[src/rtl/bqrc_pkg.sv]
// Shared constants, codes and a helper function of the broadcast queue.
package bqrc_pkg;

    // Defaults of the top-level parameters
    localparam int SLOTS_DEF     = 16;
    localparam int READERS_DEF   = 4;
    localparam int WORD_BITS_DEF = 32;
    localparam int MAX_READERS   = 16;

    // Fixed field widths
    localparam int ID_BITS     = 32;
    localparam int OPCODE_BITS = 2;
    localparam int READER_BITS = 2;
    localparam int STATUS_BITS = 3;
    localparam int SUBS_BITS   = 3;
    localparam int USED_BITS   = 5;
    localparam int APB_DATA    = 32;
    localparam int APB_ADDR    = 2;

    // Register word index
    localparam logic [APB_ADDR-1:0] REG_SUBSCRIBER_MASK = 2'd0;

    // Operation codes
    localparam logic [OPCODE_BITS-1:0] OP_SEND  = 2'd0;
    localparam logic [OPCODE_BITS-1:0] OP_PUT   = 2'd1;
    localparam logic [OPCODE_BITS-1:0] OP_QUERY = 2'd2;

    // Status codes
    localparam logic [STATUS_BITS-1:0] STAT_OK       = 3'd0;
    localparam logic [STATUS_BITS-1:0] STAT_NO_SUB   = 3'd1;
    localparam logic [STATUS_BITS-1:0] STAT_FULL     = 3'd2;
    localparam logic [STATUS_BITS-1:0] STAT_NOT_SUB  = 3'd3;
    localparam logic [STATUS_BITS-1:0] STAT_NOTHING  = 3'd4;

    // Sequencer states
    typedef enum logic [9:0] {
        ST_IDLE  = 10'b00_0000_0001,
        ST_MIN   = 10'b00_0000_0010,
        ST_RECL  = 10'b00_0000_0100,
        ST_APP   = 10'b00_0000_1000,
        ST_CURRD = 10'b00_0001_0000,
        ST_CUR   = 10'b00_0010_0000,
        ST_SRCH  = 10'b00_0100_0000,
        ST_PAYRD = 10'b00_1000_0000,
        ST_PAY   = 10'b01_0000_0000,
        ST_DONE  = 10'b10_0000_0000
    } state_t;

    // Count the set bits of a reader mask
    function automatic logic [4:0] popcount(input logic [MAX_READERS-1:0] v);
        logic [4:0] n;
        n = '0;
        for (int i = 0; i < MAX_READERS; i++) begin
            n = n + {4'd0, v[i]};
        end
        return n;
    endfunction

endpackage

[src/rtl/broadcast_queue_with_reader_cursors_top.sv]
// Broadcast message queue with per-reader cursors, built around slot memories.
// Steps: a send with subscribers or a put runs the reader minimum pass, the slot
// reclaim scan and the append; a query from a subscriber runs the slot search
// scan; other items go straight to the result. The queue takes one item at a
// time and is not ready again until its sequencer is idle. A subscription
// change runs the reader minimum pass and the slot reclaim scan.
// Reset: synchronous, active low; clears valid bits, cursors, ids and the mask.
module broadcast_queue_with_reader_cursors_top
    import bqrc_pkg::*;
#(
    parameter int SLOTS     = SLOTS_DEF,
    parameter int READERS   = READERS_DEF,
    parameter int WORD_BITS = WORD_BITS_DEF
) (
    input  logic                   aclk,
    input  logic                   aresetn,
    // input channel
    input  logic                   s_valid,
    output logic                   s_ready,
    input  logic [OPCODE_BITS-1:0] s_opcode,
    input  logic [READER_BITS-1:0] s_reader,
    input  logic [WORD_BITS-1:0]   s_payload,
    // result channel
    output logic                   m_valid,
    input  logic                   m_ready,
    output logic [STATUS_BITS-1:0] m_status,
    output logic [WORD_BITS-1:0]   m_message,
    output logic                   m_has_new,
    output logic [SUBS_BITS-1:0]   m_subscribers,
    output logic [USED_BITS-1:0]   m_entries_used,
    // configuration port
    input  logic                   psel,
    input  logic                   penable,
    input  logic                   pwrite,
    input  logic [APB_ADDR-1:0]    paddr,
    input  logic [APB_DATA-1:0]    pwdata,
    output logic [APB_DATA-1:0]    prdata,
    output logic                   pready
);

    localparam int SW = $clog2(SLOTS);
    localparam int RW = (READERS > 1) ? $clog2(READERS) : 1;
    localparam int CW = $clog2(READERS + 1);
    localparam int UW = $clog2(SLOTS + 1);
    localparam logic [SW:0]   SLOT_CNT  = (SW + 1)'(SLOTS);
    localparam logic [SW-1:0] LAST_SLOT = SW'(SLOTS - 1);
    localparam logic [RW-1:0] LAST_RDR  = RW'(READERS - 1);

    // Control state
    state_t                  state_reg, state_next;
    logic [READERS-1:0]      mask_reg, mask_next;
    logic [CW-1:0]           subs_reg, subs_next;
    logic [UW-1:0]           used_reg, used_next;
    logic [ID_BITS-1:0]      idgen_reg, idgen_next;
    logic [ID_BITS-1:0]      last_id_reg [READERS];
    logic [ID_BITS-1:0]      last_id_next [READERS];
    logic [READERS-1:0]      on_reg, on_next;
    logic [SW-1:0]           rslot_reg [READERS];
    logic [SW-1:0]           rslot_next [READERS];
    logic [SLOTS-1:0]        valid_reg, valid_next;
    logic                    cfg_run_reg, cfg_run_next;
    logic [RW-1:0]           min_idx_reg, min_idx_next;
    logic [SW:0]             iss_reg, iss_next;
    logic                    pipe_vld_reg, pipe_vld_next;
    logic                    m_valid_reg, m_valid_next;

    // Working and payload registers
    logic [READER_BITS-1:0]  rdr_reg, rdr_next;
    logic [WORD_BITS-1:0]    pay_reg, pay_next;
    logic [ID_BITS-1:0]      lowest_reg, lowest_next;
    logic [SW-1:0]           pipe_idx_reg, pipe_idx_next;
    logic                    free_ok_reg, free_ok_next;
    logic [SW-1:0]           free_slot_reg, free_slot_next;
    logic [ID_BITS-1:0]      bound_reg, bound_next;
    logic                    best_ok_reg, best_ok_next;
    logic [SW-1:0]           best_slot_reg, best_slot_next;
    logic [ID_BITS-1:0]      best_id_reg, best_id_next;
    logic [STATUS_BITS-1:0]  status_reg, status_next;
    logic [WORD_BITS-1:0]    msg_reg, msg_next;
    logic [STATUS_BITS-1:0]  m_status_reg, m_status_next;
    logic [WORD_BITS-1:0]    m_message_reg, m_message_next;
    logic                    m_has_new_reg, m_has_new_next;
    logic [SUBS_BITS-1:0]    m_subs_reg, m_subs_next;
    logic [USED_BITS-1:0]    m_used_reg, m_used_next;

    // Slot memories
    logic [ID_BITS-1:0]      mem_id  [SLOTS];
    logic [WORD_BITS-1:0]    mem_pay [SLOTS];
    logic [CW-1:0]           mem_cnt [SLOTS];
    logic [SW-1:0]           rd_addr;
    logic [ID_BITS-1:0]      id_q;
    logic [WORD_BITS-1:0]    pay_q;
    logic [CW-1:0]           cnt_q;
    logic                    app_we;
    logic                    cnt_we;
    logic [SW-1:0]           cnt_wa;
    logic [CW-1:0]           cnt_wd;

    // Reader table read port
    logic [RW-1:0]           rd_ridx;
    logic [ID_BITS-1:0]      rd_last_id;
    logic [SW-1:0]           rd_rslot;

    logic                    cfg_wr;
    logic [READERS-1:0]      cfg_mask;
    logic                    in_fire;
    logic                    in_sub;
    logic                    cur_sub;

    assign pready   = 1'b1;
    assign prdata   = APB_DATA'(mask_reg);
    assign cfg_wr   = psel && penable && pwrite && (paddr == REG_SUBSCRIBER_MASK);
    assign cfg_mask = pwdata[READERS-1:0];

    assign s_ready  = (state_reg == ST_IDLE) && !cfg_wr;
    assign in_fire  = s_valid && s_ready;

    assign m_valid        = m_valid_reg;
    assign m_status       = m_status_reg;
    assign m_message      = m_message_reg;
    assign m_has_new      = m_has_new_reg;
    assign m_subscribers  = m_subs_reg;
    assign m_entries_used = m_used_reg;

    // Select the reader whose table entry is read this cycle
    always_comb begin
        if (state_reg == ST_IDLE) begin
            rd_ridx = RW'(s_reader);
        end else if (state_reg == ST_MIN) begin
            rd_ridx = min_idx_reg;
        end else begin
            rd_ridx = RW'(rdr_reg);
        end
    end

    assign rd_last_id = last_id_reg[rd_ridx];
    assign rd_rslot   = rslot_reg[rd_ridx];
    assign in_sub  = (32'(s_reader) < READERS) && mask_reg[RW'(s_reader)];
    assign cur_sub = (32'(rdr_reg) < READERS) && mask_reg[RW'(rdr_reg)];

    // Choose the memory read address
    always_comb begin
        if (state_reg == ST_CURRD) begin
            rd_addr = rd_rslot;
        end else if (state_reg == ST_PAYRD) begin
            rd_addr = best_slot_reg;
        end else begin
            rd_addr = iss_reg[SW-1:0];
        end
    end

    // Slot memories: one write port each, registered read
    always_ff @(posedge aclk) begin
        if (app_we) begin
            mem_id[free_slot_reg]  <= idgen_next;
            mem_pay[free_slot_reg] <= pay_reg;
        end
        if (cnt_we) begin
            mem_cnt[cnt_wa] <= cnt_wd;
        end
        id_q  <= mem_id[rd_addr];
        pay_q <= mem_pay[rd_addr];
        cnt_q <= mem_cnt[rd_addr];
    end

    // Sequencer and next-state logic
    always_comb begin
        logic fr;
        logic last;
        logic was;
        logic now;

        state_next     = state_reg;
        mask_next      = mask_reg;
        subs_next      = subs_reg;
        used_next      = used_reg;
        idgen_next     = idgen_reg;
        last_id_next   = last_id_reg;
        on_next        = on_reg;
        rslot_next     = rslot_reg;
        valid_next     = valid_reg;
        cfg_run_next   = cfg_run_reg;
        min_idx_next   = min_idx_reg;
        iss_next       = iss_reg;
        pipe_vld_next  = 1'b0;
        pipe_idx_next  = pipe_idx_reg;
        rdr_next       = rdr_reg;
        pay_next       = pay_reg;
        lowest_next    = lowest_reg;
        free_ok_next   = free_ok_reg;
        free_slot_next = free_slot_reg;
        bound_next     = bound_reg;
        best_ok_next   = best_ok_reg;
        best_slot_next = best_slot_reg;
        best_id_next   = best_id_reg;
        status_next    = status_reg;
        msg_next       = msg_reg;
        m_valid_next   = m_valid_reg && !m_ready;
        m_status_next  = m_status_reg;
        m_message_next = m_message_reg;
        m_has_new_next = m_has_new_reg;
        m_subs_next    = m_subs_reg;
        m_used_next    = m_used_reg;
        app_we         = 1'b0;
        cnt_we         = 1'b0;
        cnt_wa         = rd_rslot;
        cnt_wd         = '0;
        fr             = 1'b0;
        last           = pipe_vld_reg && (pipe_idx_reg == LAST_SLOT);
        was            = 1'b0;
        now            = 1'b0;

        unique case (state_reg)
            ST_IDLE: begin
                if (cfg_wr && (cfg_mask != mask_reg)) begin
                    // Apply subscription changes, then reclaim
                    for (int r = 0; r < READERS; r++) begin
                        was = mask_reg[r];
                        now = cfg_mask[r];
                        if (was != now) begin
                            on_next[r]      = 1'b0;
                            rslot_next[r]   = '0;
                            last_id_next[r] = now ? idgen_reg : '0;
                        end
                    end
                    mask_next    = cfg_mask;
                    subs_next    = CW'(popcount(MAX_READERS'(cfg_mask)));
                    cfg_run_next = 1'b1;
                    min_idx_next = '0;
                    lowest_next  = '1;
                    state_next   = ST_MIN;
                end else if (in_fire) begin
                    rdr_next     = s_reader;
                    pay_next     = s_payload;
                    msg_next     = '0;
                    status_next  = STAT_OK;
                    cfg_run_next = 1'b0;
                    min_idx_next = '0;
                    lowest_next  = '1;
                    iss_next     = '0;
                    best_ok_next = 1'b0;
                    unique case (s_opcode)
                        OP_SEND: begin
                            if (mask_reg == '0) begin
                                status_next = STAT_NO_SUB;
                                state_next  = ST_DONE;
                            end else begin
                                state_next  = ST_MIN;
                            end
                        end
                        OP_PUT: begin
                            state_next = ST_MIN;
                        end
                        OP_QUERY: begin
                            if (!in_sub) begin
                                status_next = STAT_NOT_SUB;
                                state_next  = ST_DONE;
                            end else if (on_reg[RW'(s_reader)]) begin
                                state_next  = ST_CURRD;
                            end else begin
                                bound_next  = rd_last_id;
                                state_next  = ST_SRCH;
                            end
                        end
                        default: begin
                            state_next = ST_DONE;
                        end
                    endcase
                end
            end

            ST_MIN: begin
                // Find the lowest last id over subscribed readers
                if (mask_reg[min_idx_reg] && (rd_last_id < lowest_reg)) begin
                    lowest_next = rd_last_id;
                end
                min_idx_next = min_idx_reg + 1'b1;
                if (min_idx_reg == LAST_RDR) begin
                    iss_next     = '0;
                    free_ok_next = 1'b0;
                    state_next   = ST_RECL;
                end
            end

            ST_RECL: begin
                // Issue one slot read per cycle
                if (iss_reg < SLOT_CNT) begin
                    iss_next      = iss_reg + 1'b1;
                    pipe_vld_next = 1'b1;
                    pipe_idx_next = iss_reg[SW-1:0];
                end
                // Free fully read old messages; note the lowest free slot
                if (pipe_vld_reg) begin
                    fr = valid_reg[pipe_idx_reg] && (id_q < lowest_reg) &&
                         (cnt_q == subs_reg);
                    if (fr) begin
                        valid_next[pipe_idx_reg] = 1'b0;
                        used_next = used_next - 1'b1;
                    end
                    if ((!valid_reg[pipe_idx_reg] || fr) && !free_ok_reg) begin
                        free_ok_next   = 1'b1;
                        free_slot_next = pipe_idx_reg;
                    end
                end
                if (last) begin
                    pipe_vld_next = 1'b0;
                    state_next    = cfg_run_reg ? ST_IDLE : ST_APP;
                end
            end

            ST_APP: begin
                // Store the message in the lowest free slot, or report the store full
                if (free_ok_reg) begin
                    idgen_next                = idgen_reg + 1'b1;
                    valid_next[free_slot_reg] = 1'b1;
                    used_next                 = used_reg + 1'b1;
                    app_we                    = 1'b1;
                    cnt_we                    = 1'b1;
                    cnt_wa                    = free_slot_reg;
                    cnt_wd                    = '0;
                end else begin
                    status_next = STAT_FULL;
                end
                state_next = ST_DONE;
            end

            ST_CURRD: begin
                state_next = ST_CUR;
            end

            ST_CUR: begin
                // Count the current message as read, search past its id
                cnt_we     = 1'b1;
                cnt_wa     = rd_rslot;
                cnt_wd     = (cnt_q == '1) ? cnt_q : cnt_q + 1'b1;
                bound_next = id_q;
                iss_next   = '0;
                state_next = ST_SRCH;
            end

            ST_SRCH: begin
                if (iss_reg < SLOT_CNT) begin
                    iss_next      = iss_reg + 1'b1;
                    pipe_vld_next = 1'b1;
                    pipe_idx_next = iss_reg[SW-1:0];
                end
                // Keep the smallest id above the bound
                if (pipe_vld_reg && valid_reg[pipe_idx_reg] && (id_q > bound_reg) &&
                    (!best_ok_reg || (id_q < best_id_reg))) begin
                    best_ok_next   = 1'b1;
                    best_slot_next = pipe_idx_reg;
                    best_id_next   = id_q;
                end
                if (last) begin
                    pipe_vld_next = 1'b0;
                    state_next    = ST_PAYRD;
                end
            end

            ST_PAYRD: begin
                if (best_ok_reg) begin
                    state_next = ST_PAY;
                end else begin
                    on_next[RW'(rdr_reg)]    = 1'b0;
                    rslot_next[RW'(rdr_reg)] = '0;
                    status_next              = STAT_NOTHING;
                    state_next               = ST_DONE;
                end
            end

            ST_PAY: begin
                // Move the cursor onto the found message
                on_next[RW'(rdr_reg)]      = 1'b1;
                rslot_next[RW'(rdr_reg)]   = best_slot_reg;
                last_id_next[RW'(rdr_reg)] = best_id_reg;
                msg_next                   = pay_q;
                state_next                 = ST_DONE;
            end

            ST_DONE: begin
                // Hand the transaction to the output register
                if (!m_valid_reg || m_ready) begin
                    m_valid_next   = 1'b1;
                    m_status_next  = status_reg;
                    m_message_next = msg_reg;
                    m_has_new_next = cur_sub && (rd_last_id < idgen_reg);
                    m_subs_next    = SUBS_BITS'(subs_reg);
                    m_used_next    = USED_BITS'(used_reg);
                    state_next     = ST_IDLE;
                end
            end

            default: begin
                state_next = ST_IDLE;
            end
        endcase
    end

    // Control registers
    always_ff @(posedge aclk) begin
        if (!aresetn) begin
            state_reg    <= ST_IDLE;
            mask_reg     <= '0;
            subs_reg     <= '0;
            used_reg     <= '0;
            idgen_reg    <= '0;
            on_reg       <= '0;
            valid_reg    <= '0;
            cfg_run_reg  <= 1'b0;
            min_idx_reg  <= '0;
            iss_reg      <= '0;
            pipe_vld_reg <= 1'b0;
            m_valid_reg  <= 1'b0;
            for (int r = 0; r < READERS; r++) begin
                last_id_reg[r] <= '0;
                rslot_reg[r]   <= '0;
            end
        end else begin
            state_reg    <= state_next;
            mask_reg     <= mask_next;
            subs_reg     <= subs_next;
            used_reg     <= used_next;
            idgen_reg    <= idgen_next;
            on_reg       <= on_next;
            valid_reg    <= valid_next;
            cfg_run_reg  <= cfg_run_next;
            min_idx_reg  <= min_idx_next;
            iss_reg      <= iss_next;
            pipe_vld_reg <= pipe_vld_next;
            m_valid_reg  <= m_valid_next;
            last_id_reg  <= last_id_next;
            rslot_reg    <= rslot_next;
        end
    end

    // Working and payload registers
    always_ff @(posedge aclk) begin
        rdr_reg       <= rdr_next;
        pay_reg       <= pay_next;
        lowest_reg    <= lowest_next;
        pipe_idx_reg  <= pipe_idx_next;
        free_ok_reg   <= free_ok_next;
        free_slot_reg <= free_slot_next;
        bound_reg     <= bound_next;
        best_ok_reg   <= best_ok_next;
        best_slot_reg <= best_slot_next;
        best_id_reg   <= best_id_next;
        status_reg    <= status_next;
        msg_reg       <= msg_next;
        m_status_reg  <= m_status_next;
        m_message_reg <= m_message_next;
        m_has_new_reg <= m_has_new_next;
        m_subs_reg    <= m_subs_next;
        m_used_reg    <= m_used_next;
    end

endmodule

[config.mk]
export PLATFORM = sky130hd
export DESIGN_NAME = broadcast_queue_with_reader_cursors_top
export DESIGN_NICKNAME = d
export VERILOG_FILES = /design/src/rtl/bqrc_pkg.sv /design/src/rtl/broadcast_queue_with_reader_cursors_top.sv
export SDC_FILE = /design/constraint.sdc
export NUM_CORES = 2
export LEC_CHECK = 0
export BUFFER_PORTS_ARGS = -buffer_cell sky130_fd_sc_hd__buf_2
export CORE_MARGIN = 2
export CORE_UTILIZATION = 50
export DETAILED_ROUTE_END_ITERATION = 8
export HOLD_SLACK_MARGIN = 0.03
export PLACE_DENSITY = 0.66
export SKIP_CTS_REPAIR_TIMING = 1
export SYNTH_ARGS = -nofsm -noshare
export SYNTH_HDL_FRONTEND = slang
export SYNTH_SLANG_ARGS = --single-unit
[constraint.sdc]
create_clock -name aclk -period 16.1 [get_ports aclk]
set_clock_uncertainty 0.05 [all_clocks]
set_input_delay 2.415 -clock aclk [delete_from_list [all_inputs] [get_ports aclk]]
set_output_delay 2.415 -clock aclk [all_outputs]
set_load 0.005 [all_outputs]
======== Word level (Yosys, flattened, before mapping) ========
Memory sizes are Yosys's and may differ from the RTL's. A register that Yosys moved wholly into a read port is not among the register bits.
Index checks and enable logic that the tools add are counted.
operators by class
  $add $sub $neg .......................... 9
  order comparisons ....................... 17
  equality and inequality tests ........... 45
  multiplexer cells ....................... 131
  bitwise operators ....................... 13
  reductions and logical operators ........ 70
operator list
  operator                 count
  $mux W32                 23
  $pmux W128 S2            1
  $pmux W32 S2             3
  $bwmux W128              1
  $lt A32 B32 Y1           4
  $mux W128                1
  $mux W10                 9
  $pmux W10 S9             1
  $mux W16                 5
  $bmux W32 S2             1
  $demux W32 S2            1
  $mux W4                  14
  $pmux W16 S3             1
  $mux W5                  7
  $add A32 B1 Y32 const B  1
  $and A16 B16 Y16         2
  $gt A32 B32 Y1           1
  $not A16 Y16             2
  $pmux W16 S2             1
  $pmux W10 S3             1
  $mux W1                  29
  $ne A2 B2 Y1 const B     14
  $reduce_and A4 Y1        7
  $reduce_and A3 Y1        8
  other kinds (68)         147
word-level totals
  register bits ........................... 451
  bits in writable memories ............... 1072
  input bits .............................. 77
  logic and storage cells ................. 328
  memories kept ........................... 3
memory list
  name     depth  bits a word  rd ports  clocked after memory_dff  write ports  line                                           source
  mem_id   16     32           1         1                         1            broadcast_queue_with_reader_cursors_top.sv:87  logic [ID_BITS-1:0] mem_id [SLOTS];
  mem_pay  16     32           1         1                         1            broadcast_queue_with_reader_cursors_top.sv:88  logic [WORD_BITS-1:0] mem_pay [SLOTS];
  mem_cnt  16     3            1         1                         1            broadcast_queue_with_reader_cursors_top.sv:89  logic [CW-1:0] mem_cnt [SLOTS];

======== Logic depth before layout (Yosys ltp) ========
  depth in word-level cells ............... 13
  gate-level depth with buffers ........... 22
  gate-level depth less buffers ........... 18

======== Worst setup path after synthesis ========
OpenSTA, ideal clock, no wires.
  path kind ............................... input to register
  start point ............................. input s_reader[0]
  end point ............................... register lowest_reg[0] (enable)
  library setup time ...................... 0.391 ns
  arrival time ............................ 6.765 ns
  required time ........................... 15.659 ns
  path slack .............................. 8.894 ns
  cell stages on the path ................. 19
  cells stage by stage .................... nand4_1 nand4_1 buf_4 buf_1 buf_1 mux2_2 a21oi_1 inv_1 ha_1 a21o_1 a21o_1 a21o_1 a21o_1 a21oi_1 o21ai_0 a2111oi_0 o21ai_0 a41oi_1 o21a_1
on the way
  word-level cells in the longest chain between the ends .. 9
ends and longest elaborated chain
  what                                         line                                            source
  start: declaration                           broadcast_queue_with_reader_cursors_top.sv:21   input logic [READER_BITS-1:0] s_reader,
  $mux W2                                      broadcast_queue_with_reader_cursors_top.sv:127  if (state_reg == ST_IDLE) begin
  $not A2 Y3 (implied by the code)             broadcast_queue_with_reader_cursors_top.sv:136  assign rd_last_id = last_id_reg[rd_ridx];
  $bmux W32 S2                                 broadcast_queue_with_reader_cursors_top.sv:136
  $mux W32 (implied by the code) (2 in a row)  broadcast_queue_with_reader_cursors_top.sv:136
  named net rd_last_id[9]                      broadcast_queue_with_reader_cursors_top.sv:101  logic [ID_BITS-1:0] rd_last_id;
  $lt A32 B32 Y1                               broadcast_queue_with_reader_cursors_top.sv:274  if (mask_reg[min_idx_reg] && (rd_last_id < lowest_reg)) begin
  $logic_and A1 B1 Y1                          broadcast_queue_with_reader_cursors_top.sv:274
  $ne A2 B1 Y1 (no line)                       n/a
  $reduce_and A3 Y1 (no line)                  n/a
  end signal: assignment                       broadcast_queue_with_reader_cursors_top.sv:440  lowest_reg <= lowest_next;
  end: declaration                             broadcast_queue_with_reader_cursors_top.sv:70   logic [ID_BITS-1:0] lowest_reg, lowest_next;
The timed path passes the listed nets, and every way through them passes these cells. The select of a mux whose other input is x is not followed.
A chain may end at the register's enable or synchronous reset.

======== Worst setup path in the final report ========
  start point ............................. input s_reader[0]
  end point ............................... register lowest_reg[20] (enable)
The elaborated chain is that of the path after synthesis.

==> impl_metrics.py <==
metrics = {
    "status": {
        "status": "complete, no violations",
    },
    "power_and_ir_drop": {
        "p_leak_nw": 29.0,
        "comb_power_share": 0.147,
        "worst_ir_drop_vdd_v": 0.000133,
        "internal_power_mw": 7.15,
        "switchingPower_mw": 2.78,
        "power_frac_seq": 0.478,
        "sw_frac_of_total": 0.280,
        "finalPower_mw": 9.93,
        "clkPwrFrac": 0.375,
        "pwr_density_cell_nw_per_um2": 134,
    },
    "cts": {
        "cts_root_buf": "clkbuf_16",
        "worst_skew_pair.late_latency_ns": 0.81,
        "numCtsBuffers": 160,
        "htreeDepth": 4,
        "tritoncts": "yes",
        "clock_sinks": 1590,
        "clock_path_buffers": 3,
        "cts.reportedPaths.clkPinSlew_ns": 0.06,
    },
    "hold_path": {
        "worstHoldPathType": "reg -> reg",
    },
    "placement": {
        "place.port_buffers": 98,
        "dp_hpwl_mm": 90.6,
        "gp_congestion": 0.865,
        "place_area_um2": 69000,
    },
    "worst_setup_path": {
        "end_kind": "flip-flop",
        "critPathLaunchType": "input port",
        "slowest_delay_ns": 0.82,
        "critical_path_class": "in -> reg",
        "arrival_ns": 8.30,
        "crit_chain": "buf_2 -> nand4_1 -> nand4_1 -> buf_4 -> buf_4 -> mux2_2 -> a21oi_1 -> inv_1 -> ha_1 -> a21o_1 -> a21o_1 -> a21o_1 -> a21o_1 -> a21oi_1 -> o21ai_0 -> a2111oi_0 -> buf_4 -> o21ai_0 -> a41oi_1 -> o21a_1 -> buf_4",
        "slowest_stage": "buf_4",
        "critPathMaxFanout": 58,
        "cp.required_ns": 16.48,
    },
    "yosys": {
        "synth.distinct_cells": 80,
        "ys_seq_area_frac": 0.671,
        "synth_commonest_cells": "1,295 x edfxtp_1, 1,222 x nand2_1, 354 x nand3_1, 295 x dfxtp_1, 193 x a21oi_1",
        "synth_area_leaders": "edfxtp_1 58%, dfxtp_1 8.8%, nand2_1 6.9%",
        "synth-async-reset-ratio": 0,
        "yosysMostFrequentCell": "edfxtp_1",
        "synth_top_area_cell": "edfxtp_1",
        "synth_warnings": 0,
        "yosys_register_bits": 1590,
        "synthesis.area_um2": 66800,
        "synth_top_area_share": 0.582,
        "avgSynthCellArea_um2": 12.2,
        "synth_edf_count": 1295,
        "ys.flop_type": "edfxtp_1",
        "syn-instance-count": 5469,
    },
    "layout": {
        "fin_area_um2": 74300,
        "fill_cells": 10800,
        "area_growth_pct": 11.2,
        "drive_above_1_share": 0.0980,
        "final_nets": 5726,
        "multiInputGateArea_um2": 20100,
        "register_area_um2": 44800,
    },
    "floorplanning": {
        "initial_utilization": 0.502,
        "die_y_um": 369,
        "core_region_area_um2": 133000,
        "ios": 156,
        "die_area_um2": 136000,
        "rows": 134,
        "die_width_um": 369,
    },
    "detailed_routing": {
        "finalWirelength_mm": 169,
        "routed_via_density": 5.90,
        "drc": 0,
        "drt_iter0_markers": 4575,
        "ant_nets": 0,
        "via_count": 43600,
        "wl_per_cell_um": 22.9,
        "drtPass1Iterations": 6,
    },
    "global_routing": {
        "grt_max_degree": 194,
        "grt.busiest_layer": "met2",
        "met2_usage": 0.387,
        "grt_use_total": 0.248,
        "gr-total-overflow": 0,
        "antenna_found_initial": 2,
        "grtUsageMet3": 0.0357,
        "grt_pass1_vias": 42100,
        "grt_util_met1": 0.354,
        "grt_pass1_wl_mm": 257,
    },
    "timing": {
        "finalCritPeriodShare": 0.492,
        "fin_setup_tns_ns": 0,
        "slew_violations": 0,
        "min_period_ns": 7.92,
        "tightestPinTransition_ns": 1.31,
        "rsz0062_at_grt": "false",
        "fmax_mhz": 126,
        "setup_viol": 0,
        "maxSlewHeadroom": 0.121,
        "hold_viol_final": 0,
    },
    "job": {
        "drv_cap": 0,
    },
}
-- critical path, delay by kind of cell --
| kind | cells | cell delay [ns] |
|---|---|---|
| AO/OA/AOI/OAI | 11 | 2.69 |
| AND/OR/NAND/NOR | 2 | 0.25 |
| multiplexers | 1 | 0.42 |
| buffers and inverters | 6 | 2.10 |
| adder cells (fa/ha/maj) | 1 | 0.32 |
-- per-layer routing --
metal	wire length, um	part of all wire
met5	0	0
met4	5050	0.030
met3	12800	0.075
met2	78800	0.46
met1	72900	0.43
-- placed cells by master, fill, tap and decap left out, types with 9 or more instances in the layout --
cell type / count
a21o_1: 45
a21oi_1: 193
a22oi_1: 173
a31oi_1: 70
a32oi_1: 133
and2_1: 113
and3_1: 9
buf_2: 97
buf_4: 87
clkbuf_1: 33
clkbuf_16: 165
clkbuf_8: 18
clkinv_1: 25
clkinv_2: 30
conb_1: 29
dfxtp_1: 295
edfxtp_1: 1295
ha_1: 165
inv_1: 173
mux2_2: 35
mux2i_1: 125
mux4_2: 9
nand2_1: 1220
nand2b_1: 16
nand3_1: 354
nand4_1: 36
nor2_1: 114
nor2_4: 14
nor2b_1: 37
nor3_1: 17
o211a_1: 65
o21ai_0: 185
o31ai_1: 14
xnor2_1: 26
xor2_1: 12
-- kinds of logic after synthesis --
group,Yosys count,share of synthesized area
AO/OA/AOI/OAI,944,0.0963
XOR/XNOR,46,0.00603
adder cells (fa/ha/maj),167,0.0315
buffers and inverters,539,0.0348
flip-flops,1590,0.671
multiplexers,170,0.0279
other,2,0.000112
AND/OR/NAND/NOR,2011,0.133
-- cell type report --
type                    instances  share of cell area
diodes                          3            0.000101
clock buffers                 216              0.0606
clock inverters                84              0.0109
inverters                     174             0.00879
multi-input cells            3367               0.270
flip-flops and latches       1590               0.603
well taps                    1768              0.0298
repair buffers                189              0.0166
-- per-stage QoR --
stage / hold slack, ns / instances / util / setup slack [ns]
after floorplan: 0.350 / 5496 / - / 8.89
after global placement: 0.354 / 7087 / 0.519 / 7.31
after detailed placement: 0.355 / 7087 / 0.519 / 7.36
after CTS: 0.370 / 7387 / 0.559 / 8.19
after global routing: 0.373 / 7388 / 0.559 / 7.92
final: 0.369 / 7391 / 0.559 / 8.18
-- path summary, 6_finish.rpt --
path	end	startpoint	slack (ns)	depth (start not counted)
worst max-delay path	lowest_reg[20]	s_reader[0]	8.18	21
worst min-delay path	m_message[12]	msg_reg[12]	0.37	0
worst max register to register	lowest_reg[20]	state_reg[7]	8.76	21
worst min register to register	m_message[12]	msg_reg[12]	0.37	0
-- power groups by stage --
stage | logic [mW] | clock network (mW) | registers [mW]
2_1_floorplan | 1.10 | 0 | 4.75
3_3_place_gp | 1.43 | 0 | 4.82
3_5_place_dp | 1.45 | 0 | 4.83
4_1_cts | 1.46 | 3.77 | 4.74
5_1_grt | 1.61 | 3.93 | 4.75
6_report | 1.46 | 3.72 | 4.74
(Power assumes the default switching activity.)
